File: src/design/smvm_pkg.sv
// Shared types and constants for the sparse matrix-vector multiply block.
package smvm_pkg;

  // Input operation codes
  typedef enum logic [1:0] {
    OP_LOAD    = 2'd0,
    OP_NONZERO = 2'd1,
    OP_EMPTY   = 2'd2,
    OP_UNUSED  = 2'd3
  } op_t;

  localparam int unsigned COL_W   = 12;
  localparam int unsigned ROW_W   = 12;
  localparam int unsigned VAL_W   = 32;
  localparam int unsigned SUM_W   = 64;
  localparam int unsigned VLEN_W  = 13;

  localparam logic [VLEN_W-1:0] VLEN_RESET = 13'd4096;

  localparam logic signed [SUM_W-1:0] SUM_MAX = 64'sh7FFF_FFFF_FFFF_FFFF;
  localparam logic signed [SUM_W-1:0] SUM_MIN = 64'sh8000_0000_0000_0000;

  // One input beat
  typedef struct packed {
    logic [1:0]              operation;
    logic [COL_W-1:0]        column;
    logic [ROW_W-1:0]        row;
    logic signed [VAL_W-1:0] value;
    logic                    row_last;
  } in_item_t;

  // One result beat
  typedef struct packed {
    logic [ROW_W-1:0]        out_row;
    logic signed [SUM_W-1:0] row_sum;
    logic                    bad_column;
  } out_item_t;

  // Item leaving the vector read stage toward the multiply-accumulate
  typedef struct packed {
    logic                    is_empty;
    logic [ROW_W-1:0]        row;
    logic signed [VAL_W-1:0] value;
    logic                    last;
    logic                    col_ok;
  } rd_stage_t;

  // Item held in the product stage
  typedef struct packed {
    logic             is_empty;
    logic [ROW_W-1:0] row;
    logic             last;
    logic             col_ok;
  } mul_stage_t;

endpackage

File: src/design/smvm_mac.sv
// Multiply stage, saturating row accumulator and result register.
module smvm_mac (
  input  logic                         clk,
  input  logic                         rst,
  input  logic                         up_valid,
  output logic                         up_ready,
  input  smvm_pkg::rd_stage_t          up,
  input  logic [smvm_pkg::VAL_W-1:0]   x_data,
  output logic                         out_valid,
  input  logic                         out_ready,
  output smvm_pkg::out_item_t          out_data
);
  import smvm_pkg::*;

  logic                    s2_v;
  mul_stage_t              s2;
  logic signed [SUM_W-1:0] prod;
  logic signed [SUM_W-1:0] acc;
  logic                    bad_flag;

  logic                    s2_emits;
  logic                    out_free;
  logic                    s2_go;
  logic                    s2_free;
  logic signed [SUM_W-1:0] addend;
  logic signed [SUM_W-1:0] raw_sum;
  logic signed [SUM_W-1:0] acc_next;
  logic                    bad_next;

  // Stage handshake: a row result needs a free output register
  assign s2_emits = s2.is_empty || s2.last;
  assign out_free = !out_valid || out_ready;
  assign s2_go    = s2_v && (!s2_emits || out_free);
  assign s2_free  = !s2_v || s2_go;
  assign up_ready = s2_free;

  // Product stage
  always_ff @(posedge clk) begin
    if (rst) begin
      s2_v <= 1'b0;
    end else if (s2_free) begin
      s2_v <= up_valid;
    end
  end

  always_ff @(posedge clk) begin
    if (up_valid && s2_free) begin
      s2.is_empty <= up.is_empty;
      s2.row      <= up.row;
      s2.last     <= up.last;
      s2.col_ok   <= up.col_ok;
      prod        <= $signed(up.value) * $signed(x_data);
    end
  end

  // Saturating accumulate; a bad column adds nothing and sets the flag
  always_comb begin
    addend  = s2.col_ok ? prod : '0;
    raw_sum = acc + addend;
    if ((acc[SUM_W-1] == addend[SUM_W-1]) && (raw_sum[SUM_W-1] != acc[SUM_W-1])) begin
      acc_next = acc[SUM_W-1] ? SUM_MIN : SUM_MAX;
    end else begin
      acc_next = raw_sum;
    end
    bad_next = bad_flag || !s2.col_ok;
  end

  always_ff @(posedge clk) begin
    if (rst) begin
      acc      <= '0;
      bad_flag <= 1'b0;
    end else if (s2_go && !s2.is_empty) begin
      if (s2.last) begin
        acc      <= '0;
        bad_flag <= 1'b0;
      end else begin
        acc      <= acc_next;
        bad_flag <= bad_next;
      end
    end
  end

  // Result register
  always_ff @(posedge clk) begin
    if (rst) begin
      out_valid <= 1'b0;
    end else if (s2_go && s2_emits) begin
      out_valid <= 1'b1;
    end else if (out_ready) begin
      out_valid <= 1'b0;
    end
  end

  always_ff @(posedge clk) begin
    if (s2_go && s2_emits) begin
      out_data.out_row <= s2.row;
      if (s2.is_empty) begin
        out_data.row_sum    <= '0;
        out_data.bad_column <= 1'b0;
      end else begin
        out_data.row_sum    <= acc_next;
        out_data.bad_column <= bad_next;
      end
    end
  end

  // Closing a row leaves a clean accumulator
  a_row_clears: assert property (@(posedge clk) disable iff (rst)
    (s2_go && !s2.is_empty && s2.last) |=> (acc == '0) && !bad_flag)
    else $error("accumulator not cleared after row end");

  // An empty row always reports zero with no flag
  a_empty_zero: assert property (@(posedge clk) disable iff (rst)
    (s2_go && s2.is_empty) |=> out_valid && (out_data.row_sum == '0) && !out_data.bad_column)
    else $error("empty row result not zero");

  // A stalled product stage keeps its item
  a_s2_hold: assert property (@(posedge clk) disable iff (rst)
    (s2_v && !s2_go) |=> s2_v && $stable(s2) && $stable(prod))
    else $error("product stage lost an item while stalled");

endmodule

File: config.mk
export PLATFORM = sky130hd
export DESIGN_NAME = smvm_mac
export DESIGN_NICKNAME = d
export VERILOG_FILES = /design/src/design/smvm_pkg.sv /design/src/design/smvm_mac.sv
export SDC_FILE = /design/constraint.sdc
export NUM_CORES = 2
export LEC_CHECK = 0
export BUFFER_PORTS_ARGS = -buffer_cell sky130_fd_sc_hd__buf_2
export CAP_MARGIN = 25
export CORE_MARGIN = 2
export CORE_UTILIZATION = 44
export CTS_CLUSTER_SIZE = 28
export DETAILED_ROUTE_END_ITERATION = 12
export HOLD_SLACK_MARGIN = 0.12
export PLACE_DENSITY_LB_ADDON = 0.12
export SLEW_MARGIN = 20
export SYNTH_ARGS = -nofsm -noshare
export SYNTH_HDL_FRONTEND = slang
export SYNTH_SLANG_ARGS = --single-unit
export TNS_END_PERCENT = 10
File: constraint.sdc
create_clock -name clk -period 8.4 [get_ports clk]
set_input_delay 0.42 -clock clk [delete_from_list [all_inputs] [get_ports clk]]
set_output_delay 0.42 -clock clk [all_outputs]
set_load 0.1 [all_outputs]
* Word-level counts from Yosys, hierarchy flattened
Index checks and enable logic that the tools add are counted.
** Cells by class
- Add/subtract/negate cells :: 1
- Multipliers :: 1
- Eq/ne operators :: 2
- Muxes and demuxes :: 7
- Reduce and logical (&&, ||, !) cells :: 16
** Operators with widths (number)
- 64-bit 2-to-1 mux :: 4
- 64-bit adder :: 1
- 32-bit by 32-bit multiplier with 64-bit output :: 1
- 1-bit logical AND :: 5
- 1-bit zero test :: 5
- 1-bit logical OR :: 5
- 1-bit 2-to-1 mux :: 3
- 2-bit nonzero test :: 1
- 1-bit equality test :: 1
- 1-bit != test :: 1
** Storage, ports and cells
- Flip-flop bits (word level) :: 223
- Bits of input ports :: 83
- Output and inout bits :: 79

* Logic depth before layout (Yosys ltp)
- Word-level depth :: 6
- Mapped depth :: 30
- Gate-level depth less buffers :: 28

* Least setup slack after synthesis
OpenSTA, ideal clock, no wires.
- Path type :: input to register
- From :: in x_data[2] in the netlist's numbering
- To :: reg prod[60], data pin
- Setup time :: 260 ps
- Arrival :: 7556 ps
- Path slack :: 584 ps
- Stages on the path :: 28
- Path buffers :: 1
- Cells stage by stage :: clkbuf_1 nand2_1 inv_1 fa_1 inv_1 fa_1 inv_1 fa_1 fa_1 inv_1 fa_1 inv_1 fa_1 inv_1 fa_1 inv_1 fa_1 ha_1 a21oi_1 o21ai_0 a21oi_1 o21bai_1 a211oi_1 o21bai_1 a31oi_1 o21bai_1 a21oi_1 xnor2_1
** Between the ends
- Cells in the longest elaborated chain, start to end :: 1
** Ends and longest elaborated chain
- from (decl) :: RTL line smvm_mac.sv:8 : input logic [smvm_pkg::VAL_W-1:0] x_data,
- 32-bit by 32-bit multiplier with 64-bit output :: RTL line smvm_mac.sv:52 : prod <= $signed(up.value) * $signed(x_data);
- to (signal assigned) :: RTL line smvm_mac.sv:52
- to (decl) :: RTL line smvm_mac.sv:17 : logic signed [SUM_W-1:0] prod;
Every way passes these cells.
A chain may end at the register's enable or synchronous reset.

* Final worst setup path
- From :: in x_data[10] in the netlist's numbering
- To :: reg prod[61], data pin
The elaborated chain is that of the path after synthesis.

==> results by group <==
Drt
  • # DRC: 0
  • DR pass1 iterations: 5
  • Drt wl/cell: 20.17 um
  • Via count: 34350
  • DRT iter0 DRCs: 2010
  • Routed WL: 132700 um
  • Post-route antenna net violation count: 0
  • Via density per instance: 5.220

Clock tree
  • CTS H-tree lvls: 1
  • Clock buffer depth: 3
  • Skew-Pair Late Insertion Delay: 580 ps
  • CTS Buf Count: 24
  • Clock transition at the registers of the reported paths: 70 ps
  • Sink Count: 223
  • CTS root buffer: clkbuf_16
  • TritonCTS clock tree: built
  • Post-CTS setup buffers: 0

Logic synthesis
  • Post-synth ARST share: 0%
  • Top FF cell, synth: edfxtp_1
  • Number of flops mapped to enable cells by yosys: 156
  • Syn_nets: 6511
  • Synth cell types: 74
  • Synth Cell Area: 48010 um^2
  • Synth area leader: fa_1
  • Post-synth top area share: 45.20%
  • Dominant cells by area after synthesis: fa_1, edfxtp_1, inv_1
  • Register area share after synthesis: 12.55%
  • Syn Area/Cell: 9.419 um^2
  • Syn Inst Count: 5097
  • Synth warnings: 0
  • Yosys reg bits: 223

Hold path
  • Worst hold path depth: 2
  • Hold WC Path Type: in -> reg
  • Hold wc startpoint: rst

Timing
  • Worst slew margin: 33.84%
  • Worst-Margin Slew: 992.5 ps
  • Fmax: 129.4 MHz
  • Final count of pins violating max slew: 0
  • Part of the cycle the worst path needs: 91.98%
  • RSZ-0062 raised after global routing: false
  • Final Hold Viols: 0
  • Setup TNS: 0 ps
  • Finish-stage setup viols: 0
  • Clk_skew: 38.92 ps
  • Min Tclk post-route: 7727 ps

Placement
  • Routability cong.: 0.9217
  • IO Port Bufs: 161
  • DP Wirelength: 108600 um

Critical path
  • Slowest stage cell, crit path: buf_2
  • Data required, critical path: 8800 ps
  • Crit path arrival time: 8130 ps
  • Max stage delay on crit path: 610 ps
  • R2r startpoint: s2[0]
  • CP Capture Type: flip-flop
  • CP Launch Point: x_data[10]
  • Cell-by-cell trace of the critical path: buf_2 > and2_1 > fa_1 > fa_1 > inv_1 > fa_1 > fa_1 > inv_1 > fa_1 > fa_1 > fa_1 > fa_1 > ha_1 > a21oi_1 > o21ai_0 > a221oi_1 > buf_4 > a211oi_1 > a22oi_1 > o211ai_1 > nor2_1 > nor3_1 > or2_2 > a41oi_1
  • CP Launch Type: input port
  • R2R depth: 17
  • Crit Path Class: in -> reg
  • Maximum fanout along the worst path: 32
  • Most numerous cell on the critical path: fa_1

Run
  • Max-Cap Viols: 0

Floorplanning
  • Initial Util: 44.23%
  • Die width: 334.3 um
  • Die Y: 334.3 um
  • Area of the die: 111800 um^2
  • Core area: 108600 um^2
  • Row count: 121
  • Io pins: 162

Cells and area
  • Most common cell after layout, fill and taps aside: fa_1
  • Most frequent cells in the layout: fa_1, inv_1, nand2_1, and2_1, ha_1
  • Layout cells sized above 1: 6.834%
  • Layout Area Growth over Synthesis: 7.399%
  • Final net count: 6561

Global routing
  • Vias in the first global route: 37050
  • GRT Residual Overflow: 0
  • Largest net degree at the start of global routing: 78
  • First-pass GRT wire length: 212700 um
  • Initial antenna violation count: 4
  • Tot GR Track Use: 24.37%

Run status
  • Outcome: completed
metal layers:
layer,wire length (um),GRT usage (%)
met2,62170,39.86
met5,30,0
met3,7055,2.870
met4,2990,5.540
met1,60470,34.81
flip-flops by register name, indices dropped and copies added (netlist names):
name / flops
acc: 64
s2_v: 1
s2: 15
prod: 64
out_valid: 1
out_data: 77
bad_flag: 1
Yosys cell counts, drive strengths merged, types with 27 or more instances:
master	instances
nand3	39
nand4	27
a21o	62
and2	583
ha	247
fa	1084
xor2	44
dfxtp	67
inv	1002
a21oi	171
nand2	639
xnor2	80
o21ai	153
edfxtp	156
clkbuf	264
nor2	199
final timing paths:
kind,slack [ps],end
worst max-delay path,670,prod[61]
worst min-delay path,380,acc[63]
worst max register to register,2070,acc[42]
worst min register to register,420,out_data[68]
kinds of logic (layout without fill, tap and decap cells):
logic type | count (synthesis) | count (layout) | synth area share (%)
mux | 8 | 8 | 0.1668
flops | 223 | 223 | 12.55
xor+xnor | 124 | 124 | 2.262
other cells | 0 | 1 | 0
compound gates | 538 | 538 | 6.945
buf+inv | 1274 | 1342 | 10.04
fa+ha+maj | 1331 | 1331 | 51.64
simple gates | 1599 | 1599 | 16.40
cell type report:
cell class	instances	area (um^2)
Tap cell	1414	1769
Sequential cell	223	6026
Clock buffer	25	604.3
Clock inverter	19	279.0
Multi-Input combinational cell	3600	37180
Timing Repair Buffer	296	1944
Antenna cell	1	2.502
Fill cell	10410	56990
Inverter	1002	3761
critical path: cells and delay by family:
family,cells,cell delay (ps)
fa+ha+maj,9,4490
compound gates,7,1430
buf+inv,4,900
simple gates,4,860
stage by stage:
stage                     util [%]  worst slack (ps)  cell area [um^2]  instances  hold WS (ps)
after floorplan                  -             583.7             48010       5097         400.3
after global placement       46.51             216.6             50490       6517         401.1
after detailed placement     46.51             131.7             50490       6517         405.6
after CTS                    47.48             722.6             51540       6578         348.4
after global routing         47.50             239.5             51560       6579         391.8
final                        47.50             673.4             51560       6580         380.6
repair_timing:
item / CTS / global route
endpoints found under the hold margin: 17 / 0
resized for setup: 0 / 0
hold buffers: 17 / 0
Power is left out: the tool's default activity adds up to more than one toggle a clock period on the data nets, which glitch-free logic cannot reach.
